### src/hdl/keypad_event_queue_defines.svh
// Assertion macros shared by the keypad event queue modules.
`ifndef KEYPAD_EVENT_QUEUE_DEFINES_SVH
`define KEYPAD_EVENT_QUEUE_DEFINES_SVH

// Same-cycle implication, disabled while reset is asserted.
`define KEQ_ASSERT_IMPL(lbl, clk, rstn, ante, cons, msg) \
  lbl: assert property (@(posedge clk) disable iff (!rstn) (ante) |-> (cons)) \
    else $error(msg);

// Next-cycle implication, disabled while reset is asserted.
`define KEQ_ASSERT_NEXT(lbl, clk, rstn, ante, cons, msg) \
  lbl: assert property (@(posedge clk) disable iff (!rstn) (ante) |=> (cons)) \
    else $error(msg);

`endif

### src/hdl/keq_pkg.sv
// Package with constants, types and helpers of the keypad event queue.
`default_nettype none

package keq_pkg;

  localparam int QUEUE_DEPTH = 256;
  localparam int NUM_KEYS    = 6;
  localparam int PTR_W       = $clog2(QUEUE_DEPTH);

  localparam int KIND_W      = 3;
  localparam int KEY_W       = 3;
  localparam int STATUS_W    = 2;
  localparam int WINDOW_W    = 16;
  localparam int HOLD_W      = 10;
  localparam int TIME_W      = 32;
  localparam int CFG_IDX_W   = 2;
  localparam int CFG_DATA_W  = 16;

  localparam int OUTQ_DEPTH  = 4;
  localparam int OQ_PTR_W    = $clog2(OUTQ_DEPTH);
  localparam int OQ_CNT_W    = $clog2(OUTQ_DEPTH + 2);

  localparam logic [WINDOW_W-1:0] WINDOW_RESET = WINDOW_W'(30);
  localparam logic [HOLD_W-1:0]   HOLD_RESET   = HOLD_W'(250);

  typedef enum logic [KIND_W-1:0] {
    KIND_TICK  = 3'd0,
    KIND_PRESS = 3'd1,
    KIND_READ  = 3'd2,
    KIND_CLEAR = 3'd3,
    KIND_FLAG  = 3'd4
  } kind_e;

  typedef enum logic [STATUS_W-1:0] {
    ST_DONE     = 2'd0,
    ST_KEY      = 2'd1,
    ST_EMPTY    = 2'd2,
    ST_DISABLED = 2'd3
  } status_e;

  typedef enum logic [CFG_IDX_W-1:0] {
    CFG_KEYS_ENABLED  = 2'd0,
    CFG_REPEAT_WINDOW = 2'd1,
    CFG_HOLD_TICKS    = 2'd2
  } cfg_idx_e;

  typedef struct packed {
    logic [KIND_W-1:0] kind;
    logic [KEY_W-1:0]  key_index;
    logic              power_level;
  } item_t;

  typedef struct packed {
    logic             we;
    logic [PTR_W-1:0] waddr;
    logic [KEY_W-1:0] wdata;
    logic             re;
    logic [PTR_W-1:0] raddr;
  } store_req_t;

  typedef struct packed {
    logic    valid;
    status_e status;
    logic    power_off;
    logic    is_read;
  } stage_t;

  typedef struct packed {
    status_e          status;
    logic [KEY_W-1:0] key_out;
    logic             power_off;
  } result_t;

  function automatic logic [PTR_W-1:0] ptr_next(input logic [PTR_W-1:0] p);
    return (p == PTR_W'(QUEUE_DEPTH - 1)) ? '0 : p + 1'b1;
  endfunction

endpackage

`default_nettype wire

### src/hdl/keq_in_if.sv
// Input item channel of the keypad event queue.
`default_nettype none

interface keq_in_if;
  logic                        valid;
  logic                        ready;
  logic [keq_pkg::KIND_W-1:0]  kind;
  logic [keq_pkg::KEY_W-1:0]   key_index;
  logic                        power_level;

  modport source (output valid, kind, key_index, power_level, input ready);
  modport sink   (input valid, kind, key_index, power_level, output ready);
endinterface

`default_nettype wire

### src/hdl/keq_out_if.sv
// Result channel of the keypad event queue.
`default_nettype none

interface keq_out_if;
  logic                         valid;
  logic                         ready;
  logic [keq_pkg::STATUS_W-1:0] status;
  logic [keq_pkg::KEY_W-1:0]    key_out;
  logic                         power_off;

  modport source (output valid, status, key_out, power_off, input ready);
  modport sink   (input valid, status, key_out, power_off, output ready);
endinterface

`default_nettype wire

### src/hdl/keq_cfg_if.sv
// Configuration write channel of the keypad event queue.
`default_nettype none

interface keq_cfg_if;
  logic                           valid;
  logic                           ready;
  logic [keq_pkg::CFG_IDX_W-1:0]  index;
  logic [keq_pkg::CFG_DATA_W-1:0] data;

  modport source (output valid, index, data, input ready);
  modport sink   (input valid, index, data, output ready);
endinterface

`default_nettype wire

### src/hdl/keq_store.sv
// Key ring buffer memory with one write port and one registered read port.
`default_nettype none

module keq_store (
  input  wire logic                        clk_i,
  input  wire keq_pkg::store_req_t         req_i,
  output logic [keq_pkg::KEY_W-1:0]        rd_data_o
);

  logic [keq_pkg::KEY_W-1:0] mem [keq_pkg::QUEUE_DEPTH];
  logic [keq_pkg::KEY_W-1:0] rd_data_q;

  always_ff @(posedge clk_i) begin
    if (req_i.we) begin
      mem[req_i.waddr] <= req_i.wdata;
    end
    if (req_i.re) begin
      rd_data_q <= mem[req_i.raddr];
    end
  end

  assign rd_data_o = rd_data_q;

endmodule

`default_nettype wire

### src/hdl/keq_ctrl.sv
// Item processing: configuration, pointers, repeat filter and power hold.
`default_nettype none
`include "keypad_event_queue_defines.svh"

module keq_ctrl (
  input  wire logic                clk_i,
  input  wire logic                rst_ni,
  keq_cfg_if.sink                  cfg_i,
  input  wire logic                fire_i,
  input  wire keq_pkg::item_t      item_i,
  output keq_pkg::store_req_t      store_req_o,
  output keq_pkg::stage_t          stage_o
);

  logic                          en_q, en_d;
  logic [keq_pkg::WINDOW_W-1:0]  window_q, window_d;
  logic [keq_pkg::HOLD_W-1:0]    hold_ticks_q, hold_ticks_d;
  logic [keq_pkg::PTR_W-1:0]     wp_q, wp_d, rp_q, rp_d;
  logic [keq_pkg::KEY_W-1:0]     lk_q, lk_d;
  logic                          lkv_q, lkv_d;
  logic [keq_pkg::TIME_W-1:0]    lkt_q, lkt_d, tick_q, tick_d;
  logic [keq_pkg::HOLD_W-1:0]    hold_q, hold_d;
  logic                          latch_q, latch_d;
  keq_pkg::stage_t               stage_q, stage_d;
  keq_pkg::store_req_t           req;

  logic [keq_pkg::HOLD_W-1:0]    need, hold_inc;
  logic [keq_pkg::TIME_W-1:0]    age;
  logic [keq_pkg::PTR_W-1:0]     wp_next;
  logic                          repeat_hit, key_ok;

  assign cfg_i.ready = 1'b1;

  assign need       = (hold_ticks_q == '0) ? keq_pkg::HOLD_W'(1) : hold_ticks_q;
  assign hold_inc   = hold_q + 1'b1;
  assign age        = tick_q - lkt_q;
  assign wp_next    = keq_pkg::ptr_next(wp_q);
  assign key_ok     = 32'(item_i.key_index) < 32'(keq_pkg::NUM_KEYS);
  assign repeat_hit = lkv_q && (item_i.key_index == lk_q) &&
                      (age < {{(keq_pkg::TIME_W - keq_pkg::WINDOW_W){1'b0}}, window_q});

  always_comb begin
    en_d         = en_q;
    window_d     = window_q;
    hold_ticks_d = hold_ticks_q;
    wp_d         = wp_q;
    rp_d         = rp_q;
    lk_d         = lk_q;
    lkv_d        = lkv_q;
    lkt_d        = lkt_q;
    tick_d       = tick_q;
    hold_d       = hold_q;
    latch_d      = latch_q;
    req          = '0;
    req.waddr    = wp_q;
    req.wdata    = item_i.key_index;
    req.raddr    = rp_q;
    stage_d      = '0;
    stage_d.status = keq_pkg::ST_DONE;

    if (fire_i) begin
      stage_d.valid = 1'b1;
      unique case (keq_pkg::kind_e'(item_i.kind))
        keq_pkg::KIND_TICK: begin
          tick_d = tick_q + 1'b1;
          if (!en_q || latch_q || !item_i.power_level) begin
            hold_d = '0;
          end else if (hold_inc >= need) begin
            latch_d = 1'b1;
            hold_d  = '0;
          end else begin
            hold_d = hold_inc;
          end
        end
        keq_pkg::KIND_PRESS: begin
          if (en_q && key_ok && !repeat_hit) begin
            req.we = 1'b1;
            wp_d   = wp_next;
            if (wp_next == rp_q) begin
              rp_d = keq_pkg::ptr_next(rp_q);
            end
            lk_d  = item_i.key_index;
            lkv_d = 1'b1;
            lkt_d = tick_q;
          end
        end
        keq_pkg::KIND_READ: begin
          if (!en_q) begin
            stage_d.status = keq_pkg::ST_DISABLED;
          end else if (rp_q == wp_q) begin
            stage_d.status = keq_pkg::ST_EMPTY;
          end else begin
            stage_d.status  = keq_pkg::ST_KEY;
            stage_d.is_read = 1'b1;
            req.re          = 1'b1;
            rp_d            = keq_pkg::ptr_next(rp_q);
          end
        end
        keq_pkg::KIND_CLEAR: begin
          rp_d = '0;
          wp_d = '0;
        end
        keq_pkg::KIND_FLAG: begin
          if (!en_q) begin
            stage_d.status = keq_pkg::ST_DISABLED;
          end else begin
            stage_d.power_off = latch_q;
            latch_d           = 1'b0;
          end
        end
        default: begin
        end
      endcase
    end

    if (cfg_i.valid) begin
      unique case (keq_pkg::cfg_idx_e'(cfg_i.index))
        keq_pkg::CFG_KEYS_ENABLED:  en_d         = cfg_i.data[0];
        keq_pkg::CFG_REPEAT_WINDOW: window_d     = cfg_i.data[keq_pkg::WINDOW_W-1:0];
        keq_pkg::CFG_HOLD_TICKS:    hold_ticks_d = cfg_i.data[keq_pkg::HOLD_W-1:0];
        default: begin
        end
      endcase
    end
  end

  always_ff @(posedge clk_i or negedge rst_ni) begin
    if (!rst_ni) begin
      en_q         <= 1'b1;
      window_q     <= keq_pkg::WINDOW_RESET;
      hold_ticks_q <= keq_pkg::HOLD_RESET;
      wp_q         <= '0;
      rp_q         <= '0;
      lk_q         <= '0;
      lkv_q        <= 1'b0;
      lkt_q        <= '0;
      tick_q       <= '0;
      hold_q       <= '0;
      latch_q      <= 1'b0;
      stage_q      <= '0;
    end else begin
      en_q         <= en_d;
      window_q     <= window_d;
      hold_ticks_q <= hold_ticks_d;
      wp_q         <= wp_d;
      rp_q         <= rp_d;
      lk_q         <= lk_d;
      lkv_q        <= lkv_d;
      lkt_q        <= lkt_d;
      tick_q       <= tick_d;
      hold_q       <= hold_d;
      latch_q      <= latch_d;
      stage_q      <= stage_d;
    end
  end

  assign store_req_o = req;
  assign stage_o     = stage_q;

  `KEQ_ASSERT_IMPL(a_read_not_empty, clk_i, rst_ni,
                   req.re, rp_q != wp_q,
                   "read from empty ring")
  `KEQ_ASSERT_NEXT(a_flag_clears, clk_i, rst_ni,
                   fire_i && en_q && item_i.kind == keq_pkg::KIND_FLAG, !latch_q,
                   "latch not cleared by flag fetch")
  `KEQ_ASSERT_IMPL(a_latch_hold_zero, clk_i, rst_ni,
                   latch_q, hold_q == '0,
                   "hold count runs while latched")

endmodule

`default_nettype wire

### src/hdl/keq_outq.sv
// Result queue that decouples item processing from the result channel.
`default_nettype none
`include "keypad_event_queue_defines.svh"

module keq_outq (
  input  wire logic                       clk_i,
  input  wire logic                       rst_ni,
  input  wire keq_pkg::stage_t            stage_i,
  input  wire logic [keq_pkg::KEY_W-1:0]  rd_data_i,
  output logic                            space_o,
  keq_out_if.source                       res_o
);

  keq_pkg::result_t                 entries [keq_pkg::OUTQ_DEPTH];
  keq_pkg::result_t                 head, incoming;
  logic [keq_pkg::OQ_PTR_W-1:0]     wr_ptr_q, rd_ptr_q;
  logic [keq_pkg::OQ_CNT_W-1:0]     cnt_q, cnt_d;
  logic                             push, pop;

  assign push = stage_i.valid;
  assign pop  = res_o.valid && res_o.ready;

  // The read data register holds the popped key in the cycle after the read.
  always_comb begin
    incoming.status    = stage_i.status;
    incoming.key_out   = stage_i.is_read ? rd_data_i : '0;
    incoming.power_off = stage_i.power_off;
  end

  always_comb begin
    cnt_d = cnt_q;
    if (push && !pop) begin
      cnt_d = cnt_q + 1'b1;
    end else if (!push && pop) begin
      cnt_d = cnt_q - 1'b1;
    end
  end

  // Room for the item in flight plus a new one.
  assign space_o = (cnt_q + keq_pkg::OQ_CNT_W'(stage_i.valid)) <
                   keq_pkg::OQ_CNT_W'(keq_pkg::OUTQ_DEPTH);

  always_ff @(posedge clk_i or negedge rst_ni) begin
    if (!rst_ni) begin
      wr_ptr_q <= '0;
      rd_ptr_q <= '0;
      cnt_q    <= '0;
    end else begin
      cnt_q <= cnt_d;
      if (push) begin
        wr_ptr_q <= wr_ptr_q + 1'b1;
      end
      if (pop) begin
        rd_ptr_q <= rd_ptr_q + 1'b1;
      end
    end
  end

  always_ff @(posedge clk_i) begin
    if (push) begin
      entries[wr_ptr_q] <= incoming;
    end
  end

  assign head            = entries[rd_ptr_q];
  assign res_o.valid     = cnt_q != '0;
  assign res_o.status    = head.status;
  assign res_o.key_out   = head.key_out;
  assign res_o.power_off = head.power_off;

  `KEQ_ASSERT_IMPL(a_no_overflow, clk_i, rst_ni,
                   push, cnt_q != keq_pkg::OQ_CNT_W'(keq_pkg::OUTQ_DEPTH) || pop,
                   "push into full result queue")
  `KEQ_ASSERT_NEXT(a_count_up, clk_i, rst_ni,
                   push && !pop, cnt_q == $past(cnt_q) + 1'b1,
                   "result count did not grow")

endmodule

`default_nettype wire

### src/hdl/keypad_event_queue.sv
// Top level of the keypad event queue.
`default_nettype none

// Keypad event queue: items of five kinds (tick, key press, read key, clear
// queue, take power flag) arrive on the input channel and each one yields
// exactly one result beat. A new item can be taken in every cycle; each
// item's state update is done in the cycle it is accepted, and its result
// goes through the stage register and a four-entry result queue to the result
// channel. The queue decouples the result side, so input beats keep flowing
// while results wait, and the input stalls only once that queue and the item in
// flight fill it. The key ring buffer is a single-port-write, registered-read
// memory of QUEUE_DEPTH entries that holds up to QUEUE_DEPTH - 1 keys; when
// it is full, a new key drops the oldest one. The memory has no reset and no
// clearing pass, since only written entries are ever read. Configuration
// writes are always taken and should be issued only while the block is idle.
module keypad_event_queue (
  input  wire logic  clk_i,
  input  wire logic  rst_ni,
  keq_cfg_if.sink    cfg_i,
  keq_in_if.sink     evt_i,
  keq_out_if.source  res_o
);

  keq_pkg::item_t               item;
  keq_pkg::store_req_t          store_req;
  keq_pkg::stage_t              stage;
  logic [keq_pkg::KEY_W-1:0]    rd_data;
  logic                         space;
  logic                         fire;

  assign evt_i.ready = space;
  assign fire        = evt_i.valid && evt_i.ready;

  assign item.kind        = evt_i.kind;
  assign item.key_index   = evt_i.key_index;
  assign item.power_level = evt_i.power_level;

  // All item decoding and state updates, plus the configuration registers.
  keq_ctrl u_ctrl (
    .clk_i       (clk_i),
    .rst_ni      (rst_ni),
    .cfg_i       (cfg_i),
    .fire_i      (fire),
    .item_i      (item),
    .store_req_o (store_req),
    .stage_o     (stage)
  );

  // Key ring buffer storage.
  keq_store u_store (
    .clk_i     (clk_i),
    .req_i     (store_req),
    .rd_data_o (rd_data)
  );

  // Result queue; it merges the popped key from the memory read register.
  keq_outq u_outq (
    .clk_i     (clk_i),
    .rst_ni    (rst_ni),
    .stage_i   (stage),
    .rd_data_i (rd_data),
    .space_o   (space),
    .res_o     (res_o)
  );

endmodule

`default_nettype wire
### src/flat_wrapper.sv
// flat-port wrapper written by rule: the top's interface ports become plain ports
module keypad_event_queue_flat 
  (clk_i, rst_ni, cfg_i_valid, cfg_i_index, cfg_i_data, cfg_i_ready, evt_i_valid, evt_i_kind, evt_i_key_index, evt_i_power_level, evt_i_ready, res_o_valid, res_o_status, res_o_key_out, res_o_power_off, res_o_ready);
  keq_cfg_if cfg_i_i ();
  keq_in_if evt_i_i ();
  keq_out_if res_o_i ();
  input  wire logic clk_i;
  input  wire logic rst_ni;
  input wire logic [$bits(cfg_i_i.valid)-1:0] cfg_i_valid;
  input wire logic [$bits(cfg_i_i.index)-1:0] cfg_i_index;
  input wire logic [$bits(cfg_i_i.data)-1:0] cfg_i_data;
  output wire logic [$bits(cfg_i_i.ready)-1:0] cfg_i_ready;
  input wire logic [$bits(evt_i_i.valid)-1:0] evt_i_valid;
  input wire logic [$bits(evt_i_i.kind)-1:0] evt_i_kind;
  input wire logic [$bits(evt_i_i.key_index)-1:0] evt_i_key_index;
  input wire logic [$bits(evt_i_i.power_level)-1:0] evt_i_power_level;
  output wire logic [$bits(evt_i_i.ready)-1:0] evt_i_ready;
  output wire logic [$bits(res_o_i.valid)-1:0] res_o_valid;
  output wire logic [$bits(res_o_i.status)-1:0] res_o_status;
  output wire logic [$bits(res_o_i.key_out)-1:0] res_o_key_out;
  output wire logic [$bits(res_o_i.power_off)-1:0] res_o_power_off;
  input wire logic [$bits(res_o_i.ready)-1:0] res_o_ready;
  assign cfg_i_i.valid = cfg_i_valid;
  assign cfg_i_i.index = cfg_i_index;
  assign cfg_i_i.data = cfg_i_data;
  assign cfg_i_ready = cfg_i_i.ready;
  assign evt_i_i.valid = evt_i_valid;
  assign evt_i_i.kind = evt_i_kind;
  assign evt_i_i.key_index = evt_i_key_index;
  assign evt_i_i.power_level = evt_i_power_level;
  assign evt_i_ready = evt_i_i.ready;
  assign res_o_valid = res_o_i.valid;
  assign res_o_status = res_o_i.status;
  assign res_o_key_out = res_o_i.key_out;
  assign res_o_power_off = res_o_i.power_off;
  assign res_o_i.ready = res_o_ready;
  keypad_event_queue u_core (.clk_i(clk_i), .rst_ni(rst_ni), .cfg_i(cfg_i_i), .evt_i(evt_i_i), .res_o(res_o_i));
endmodule
### config.mk
export PLATFORM = sky130hd
export DESIGN_NAME = keypad_event_queue_flat
export DESIGN_NICKNAME = d
export VERILOG_FILES = /design/src/hdl/keq_pkg.sv /design/src/hdl/keq_in_if.sv /design/src/hdl/keq_out_if.sv /design/src/hdl/keq_cfg_if.sv /design/src/hdl/keq_store.sv /design/src/hdl/keq_ctrl.sv /design/src/hdl/keq_outq.sv /design/src/hdl/keypad_event_queue.sv /design/src/flat_wrapper.sv
export VERILOG_INCLUDE_DIRS = /design/src /design/src/hdl
export SDC_FILE = /design/constraint.sdc
export NUM_CORES = 1
export LEC_CHECK = 0
export BUFFER_PORTS_ARGS = -buffer_cell sky130_fd_sc_hd__buf_2
export CELL_PAD_IN_SITES_DETAIL_PLACEMENT = 1
export CELL_PAD_IN_SITES_GLOBAL_PLACEMENT = 1
export CORE_ASPECT_RATIO = 2
export CORE_UTILIZATION = 45
export CTS_BUF_LIST = sky130_fd_sc_hd__clkbuf_4 sky130_fd_sc_hd__clkbuf_8 sky130_fd_sc_hd__clkbuf_16
export DETAILED_ROUTE_END_ITERATION = 16
export PLACE_DENSITY_LB_ADDON = 0.08
export SETUP_SLACK_MARGIN = 0.1
export SLEW_MARGIN = 20
export SYNTH_ARGS = -nofsm -noshare
export SYNTH_HDL_FRONTEND = slang
export SYNTH_SLANG_ARGS = --single-unit
### constraint.sdc
create_clock -name clk_i -period 8.6 [get_ports clk_i]
set_clock_uncertainty 0.1 [all_clocks]
set_input_delay 2.58 -clock clk_i [delete_from_list [all_inputs] [get_ports clk_i]]
set_output_delay 2.58 -clock clk_i [all_outputs]
set_load 0.005 [all_outputs]
Yosys cells after proc, flatten, opt, wreduce, memory -nomap -nowiden
Memory sizes are Yosys's and may differ from the RTL's. A register that Yosys moved wholly into a read port is not among the register bits.
Index checks and enable logic that the tools add are counted.

word-level totals
  flip-flop bits (word level) = 134
  bits in writable memories = 792
  bits of input ports = 30
  output and inout bits = 9
  word-level logic and storage cells = 120
  memories kept = 2

operators by class
  add/sub/neg operators = 10
  order comparisons = 4
  eq/ne operators = 18
  muxes and demuxes = 37
  reduce and logical (&&, ||, !) cells = 31

memory list
  name                   words  bits a word  read ports  clocked after Yosys merged registers in  write ports  line             text
  u_core.u_store.mem     256    3            1           1                                        1            keq_store.sv:10  logic [keq_pkg::KEY_W-1:0] mem [keq_pkg::QUEUE_DEPTH];
  u_core.u_outq.entries  4      6            1           0                                        1            keq_outq.sv:14   keq_pkg::result_t entries [keq_pkg::OUTQ_DEPTH];

operators by type and width
  cell                                            number
  2-to-1 mux 8 bit                                7
  adder 32 x 1 -> 32 bit (second input constant)  1
  < comparator 32 x 16 -> 1 bit                   1
  subtractor 32 bit                               1
  2-to-1 mux 10 bit                               3
  case mux 8 bit (3 select lines)                 1
  adder 8 x 1 -> 8 bit (second input constant)    2
  == test 8 bit                                   2
  == test 8 bit (second input constant)           2
  2-to-1 mux 1 bit                                16
  case mux 8 bit (2 select lines)                 1
  inequality test 2 bit (second input constant)   7
  adder 10 x 1 -> 10 bit (second input constant)  1
  greater-or-equal comparator 10 bit              1
  logical NOT 10 bit                              1
  2-to-1 mux 3 bit                                3
  logical AND 1 bit                               8
  AND reduction 2 bit                             4
  == test 3 x 2 -> 1 bit (second input constant)  2
  < comparator 3 bit (second input constant)      2
  2-to-1 mux 2 bit                                3
  AND reduction 3 bit                             2
  AND reduction 6 bit                             1
  nonzero test 2 bit                              3
  18 further kinds                                25

Longest topological paths before layout
  depth after elaboration = 10
  gate-level depth with buffers = 24
  gate-level depth less buffers = 22

Hierarchy
Synthesis repeated with hierarchy kept, for this count alone.

second synthesis, totals
  cell total of the unflattened synthesis = 2706
  area, all modules = 41262.1 um^2

by module, submodules not included
  module              instances  cells an instance  area each (um^2)
  keq_store           1          1713               31068.5
  keq_ctrl            1          922                8884.8
  keq_outq            1          70                 1302.5
  keypad_event_queue  1          1                  6.3

Worst setup path before layout
OpenSTA, ideal clock, no wires.

  path type = input to register
  start point = in evt_i_key_index[2]
  end point = mem u_core.u_store.mem[111][0] (netlist bit), enable pin
  setup time = 0.264 ns
  arrival = 4.941 ns
  data required time = 8.236 ns
  path slack = 3.295 ns
  stages = 13
  path through = xor2_1 a2111oi_0 o31ai_1 nor4_1 o2111ai_1 a2111oi_0 nand4_1 o41ai_4 nor3_4 buf_6 nand3_2 buf_4 nor2_1

between the ends
  word-level cells in the longest chain between the ends = 10

ends and longest elaborated chain
  element                                                                     line                text
  start, declared                                                             flat_wrapper.sv:15  input wire logic [$bits(evt_i_i.key_index)-1:0] evt_i_key_index;
  parallel branches: the longest is 4 deep, another holds < comparator 3 bit  n/a
  logical AND 1 bit *                                                         keq_ctrl.sv:76      if (en_q && key_ok && !repeat_hit) begin
  2-to-1 mux 1 bit *                                                          keq_ctrl.sv:76
  2-to-1 mux 1 bit *                                                          keq_ctrl.sv:63      unique case (keq_pkg::kind_e'(item_i.kind))
  2-to-1 mux 1 bit *                                                          keq_ctrl.sv:61      if (fire_i) begin
  2-to-1 mux 1 bit *                                                          keq_store.sv:14     if (req_i.we) begin
  2-to-1 mux 1 bit (implied by the code) *                                    keq_store.sv:15     mem[req_i.waddr] <= req_i.wdata;
  end, declared                                                               keq_store.sv:10

Every way passes the cells marked *.

Worst setup path after layout
  start point = reg u_core.u_ctrl.tick_q[3] (netlist bit)
  end point = mem u_core.u_store.mem[158][2] (netlist bit), enable pin

between the ends
  word-level cells in the longest chain between the ends = 10

ends and longest elaborated chain
  element                                 line             text
  start, declared                         keq_ctrl.sv:21   logic [keq_pkg::TIME_W-1:0] lkt_q, lkt_d, tick_q, tick_d;
  start signal, assigned                  keq_ctrl.sv:150  tick_q <= tick_d;
  subtractor 32 bit                       keq_ctrl.sv:36   assign age = tick_q - lkt_q;
  < comparator 32 x 16 -> 1 bit           keq_ctrl.sv:40   (age < {{(keq_pkg::TIME_W - keq_pkg::WINDOW_W){1'b0}}, window_q});
  logical AND 1 bit                       keq_ctrl.sv:39   assign repeat_hit = lkv_q && (item_i.key_index == lk_q) &&
  logical NOT 1 bit                       keq_ctrl.sv:76
  logical AND 1 bit                       keq_ctrl.sv:76
  2-to-1 mux 1 bit                        keq_ctrl.sv:76
  2-to-1 mux 1 bit                        keq_ctrl.sv:63
  2-to-1 mux 1 bit                        keq_ctrl.sv:61
  2-to-1 mux 1 bit                        keq_store.sv:14
  2-to-1 mux 1 bit (implied by the code)  keq_store.sv:15

No other way between the ends.

==> flow_summary_export.csv <==
group,metric,value,unit
logic_synthesis,synthTopCellsByArea,"edfxtp_1, mux4_2, dfrtp_1",
timing,rsz0062_at_grt,"no",
routing,via_count,21647,
logic_synthesis,synth_seq_cells,929,
clock_tree,root_buffer,"clkbuf_16",
logic_synthesis,synth-seq-area-share,0.672,
cells_and_area,final_cells,3708,
logic_synthesis,synthArstFlopShare,0.144,
critical_path,cp_slowest_cell,"nand3_2",
min_path,worstHoldPathType,"flop to flop",
floorplan,fp.coreArea,0.0892,sq mm
critical_path,critical_path_required,8.84,ns
placement,finalWeightedCongestion,0.934,
clock_tree,postCtsSetupBuffers,0,
timing,maxSlewViolCount,0,
cells_and_area,stdcell_area,0.0448,sq mm
logic_synthesis,yosys-mux-area-fraction,0.156,
floorplan,die_h,426,um
logic_synthesis,synthAdderAreaFrac,0.0220,
logic_synthesis,syn_avg_cell_area,16.6,sq um
routing,wl_per_cell,29.0,um
logic_synthesis,synth_cell_types,88,
critical_path,arrival,7.33,ns
critical_path,crit_fanout,16,
logic_synthesis,synth_top_cell_area_share,0.589,
critical_path,crit_path_end_kind,"flop",
timing,min_period_over_period,0.825,
run,drv_cap,0,
critical_path,crit_chain,"ha_1 > and2_4 > a221oi_2 > a21oi_1 > o21ai_0 > nand2b_1 > xor2_1 > ha_1 > nand3_1 > a211oi_1 > o21ai_0 > o2111ai_1 > a2111oi_0 > nand4_1 > o41ai_4 > nor3_4 > buf_4 > nand3_2 > nor2_1",
placement,dp_cells,3550,
global_route,antenna_found_initial,0,
routing,wirelength,108000,um
critical_path,crit_start,"u_core.u_ctrl.tick_q[3]",
routing,drt_iter0_drc,1284,
routing,dr.pass1.iters,5,
timing,worstMarginPinSlew,1.09,ns
critical_path,path_buf_inv,1,
timing,setup_ws,1.51,ns
logic_synthesis,netlist_area,0.0405,sq mm
floorplan,die_w,214,um
clock_tree,cts_hold_buf,0,
clock_tree,cts.sinks,929,
logic_synthesis,synth_simple_gate_area_frac,0.0714,
floorplan,fp-row-count,155,
timing,fin_crit,7.09,ns
logic_synthesis,synth_xor_area_frac,0.0184,
logic_synthesis,yosysWarnings,0,
pwr,p_leak,14.9,nW
placement,port_buffers,37,
critical_path,r2r-start,"u_core.u_ctrl.tick_q[3]",
clock_tree,clockBufferDepth,3,
pwr,total_power,12.4,mW
critical_path,crit_type,"flop to flop",
logic_synthesis,synth_most_common_cell,"edfxtp_1",
status,outcome,"finished, final reports clean",
clock_tree,clock_latency,0.70,ns
clock_tree,cts_tree,"built",
timing,slew_headroom,0.271,
logic_synthesis,synth_edf_count,795,
timing,fmax,0.141,GHz
placement,dp_hpwl,71900,um
global_route,grt_max_degree,188,
logic_synthesis,postSynthCellCount,2442,
placement,place_area,0.0418,sq mm
clock_tree,numCtsBuffers,84,
global_route,grt_pass1_wl,159000,um
cells_and_area,antenna_cells,0,
floorplan,initial_utilization,0.454,
cells_and_area,drive_gt1_frac,0.219,
floorplan,die-area,0.0913,sq mm
logic_synthesis,synth_compound_area_frac,0.0369,
placement,post-place-ws,1.38,ns
cells_and_area,area_delta_synth_final,10.6,%
routing,drtAntennaViolNets,0,
logic_synthesis,synth_common_cells,"edfxtp_1, nor2_1, mux4_2",
timing,hold_viol,0,
timing,setup_viol,0,
min_path,hp-start,"u_core.u_ctrl.lkt_q[0]",
critical_path,critPathMaxStageDelay,0.81,ns
logic_synthesis,syn_nets,2542,
critical_path,cp_top_family,"simple AND/OR/NAND/NOR gates",
routing,drcViolationCount,0,
global_route,grtUsageTotal,0.242,
logic_synthesis,synth-main-ff-cell,"edfxtp_1",
clock_tree,clkSlewWorstSetupHoldPaths,0.07,ns
global_route,grt-ovfl-total,0,
clock_tree,ctsHtreeMaxLevel,3,
routing,via_per_inst,5.84,
floorplan,pin_count,39,
critical_path,cp-start-kind,"flop",
logic_synthesis,synth_top_area_cell,"edfxtp_1",
global_route,grt_pass1_vias,24202,
timing,fin_tns_setup,0,ns
logic_synthesis,synth_top_family_by_area,"multiplexers",
pwr,power.density,278,mW/mm^2
pwr,peakVddDrop,0.171,mV
cells_and_area,nets,2561,
clock_tree,ctsResizeCount,0,
-- cells by family after synthesis --
| kind of cell | after synthesis |
|---|---|
| AND/OR/NAND/NOR | 616 |
| buffers and inverters | 215 |
| other | 1 |
| flip-flops | 929 |
| XOR/XNOR | 85 |
| AO/OA/AOI/OAI | 223 |
| adder cells (fa/ha/maj) | 70 |
| multiplexers | 303 |
-- worst register-to-register path, cell delays in order (launching register included) --
cell       delay (ns)
dfrtp_1          0.43
ha_1             0.36
and2_4           0.20
a221oi_2         0.49
a21oi_1          0.30
o21ai_0          0.27
nand2b_1         0.12
xor2_1           0.16
ha_1             0.33
nand3_1          0.11
a211oi_1         0.69
o21ai_0          0.32
o2111ai_1        0.16
a2111oi_0        0.09
nand4_1          0.17
o41ai_4          0.11
nor3_4           0.57
buf_4            0.37
nand3_2          0.81
nor2_1           0.59
-- final cells by class --
cell class	count	area [sq um]
Clock buffer	101	2250
Clock inverter	55	659
Fill cell	8466	44400
Inverter	77	289
Multi-Input combinational cell	1298	12300
Sequential cell	929	27300
Tap cell	1177	1470
Timing Repair Buffer	71	543
-- routing by layer --
| metal | vias to the layer above | GRT usage | routed length [um] |
|---|---|---|---|
| met2 | 366 | 0.489 | 64000 |
| met1 | 11586 | 0.243 | 36300 |
| met3 | 188 | 0.0290 | 2810 |
| met5 | - | 0 | 0 |
| met4 | 0 | 0.103 | 4450 |
| li1 | 9507 | - | - |
-- where the power goes --
part | internal, mW | total [mW] | switching (mW) | leakage [nW]
logic | 1.49 | 3.20 | 1.71 | 4.71
registers | 5.07 | 5.25 | 0.181 | 8.80
clock network | 2.26 | 4.00 | 1.74 | 1.43
total | 8.82 | 12.4 | 3.63 | 14.9
-- path summary, 6_finish.rpt --
path	to	slack (ns)	depth (start not counted)
max	u_core.u_store.mem[158][2]	1.51	19
min	u_core.u_ctrl.lkt_q[0]	0.40	1
max reg2reg	u_core.u_store.mem[158][2]	1.51	19
min reg2reg	u_core.u_ctrl.lkt_q[0]	0.40	1
max in group asynchronous	u_core.u_ctrl.rp_q[0]	5.44	2
min in group asynchronous	u_core.u_ctrl.hold_q[1]	1.82	1
-- cell usage in the layout, fill, tap and decap left out, types with 6 or more instances in the layout --
cell type	instances
clkbuf_16	85
a211oi_1	8
dfrtp_1	119
dfstp_2	11
or3_1	6
nor2_1	305
buf_4	29
nand2b_1	9
nor4_1	7
ha_1	68
a21oi_1	48
edfxtp_1	795
xor2_1	32
buf_2	33
mux2i_1	8
o21ai_0	38
a21oi_2	7
and3_1	14
nand3_1	48
bufinv_16	12
clkinv_1	17
o21ai_1	37
clkinv_2	9
nor2b_1	12
xnor2_1	53
and2_1	13
mux4_2	258
clkbuf_4	15
nand2_1	117
nor3_1	18
mux2_2	32
a22o_1	8
inv_1	77
nand4_1	25
a21o_1	18
-- sequential cells by signal (all words and copies together) (netlist names), 5 cells and up --
signal,count
u_core.u_store.mem,768
u_core.u_ctrl.lkt_q,32
u_core.u_ctrl.tick_q,32
u_core.u_outq.entries,24
u_core.u_ctrl.window_q,16
u_core.u_ctrl.hold_q,10
u_core.u_ctrl.hold_ticks_q,10
u_core.u_ctrl.rp_q,8
u_core.u_ctrl.wp_q,8
u_core.u_ctrl.stage_o,5
-- metrics by stage --
stage	utilization	hold WS [ns]
final	0.502	0.399
after global routing	0.502	0.427
after detailed placement	0.469	0.385
after floorplan	-	0.334
after global placement	0.469	0.378
after CTS	0.502	0.405
Power figures use the tool's default switching activity.
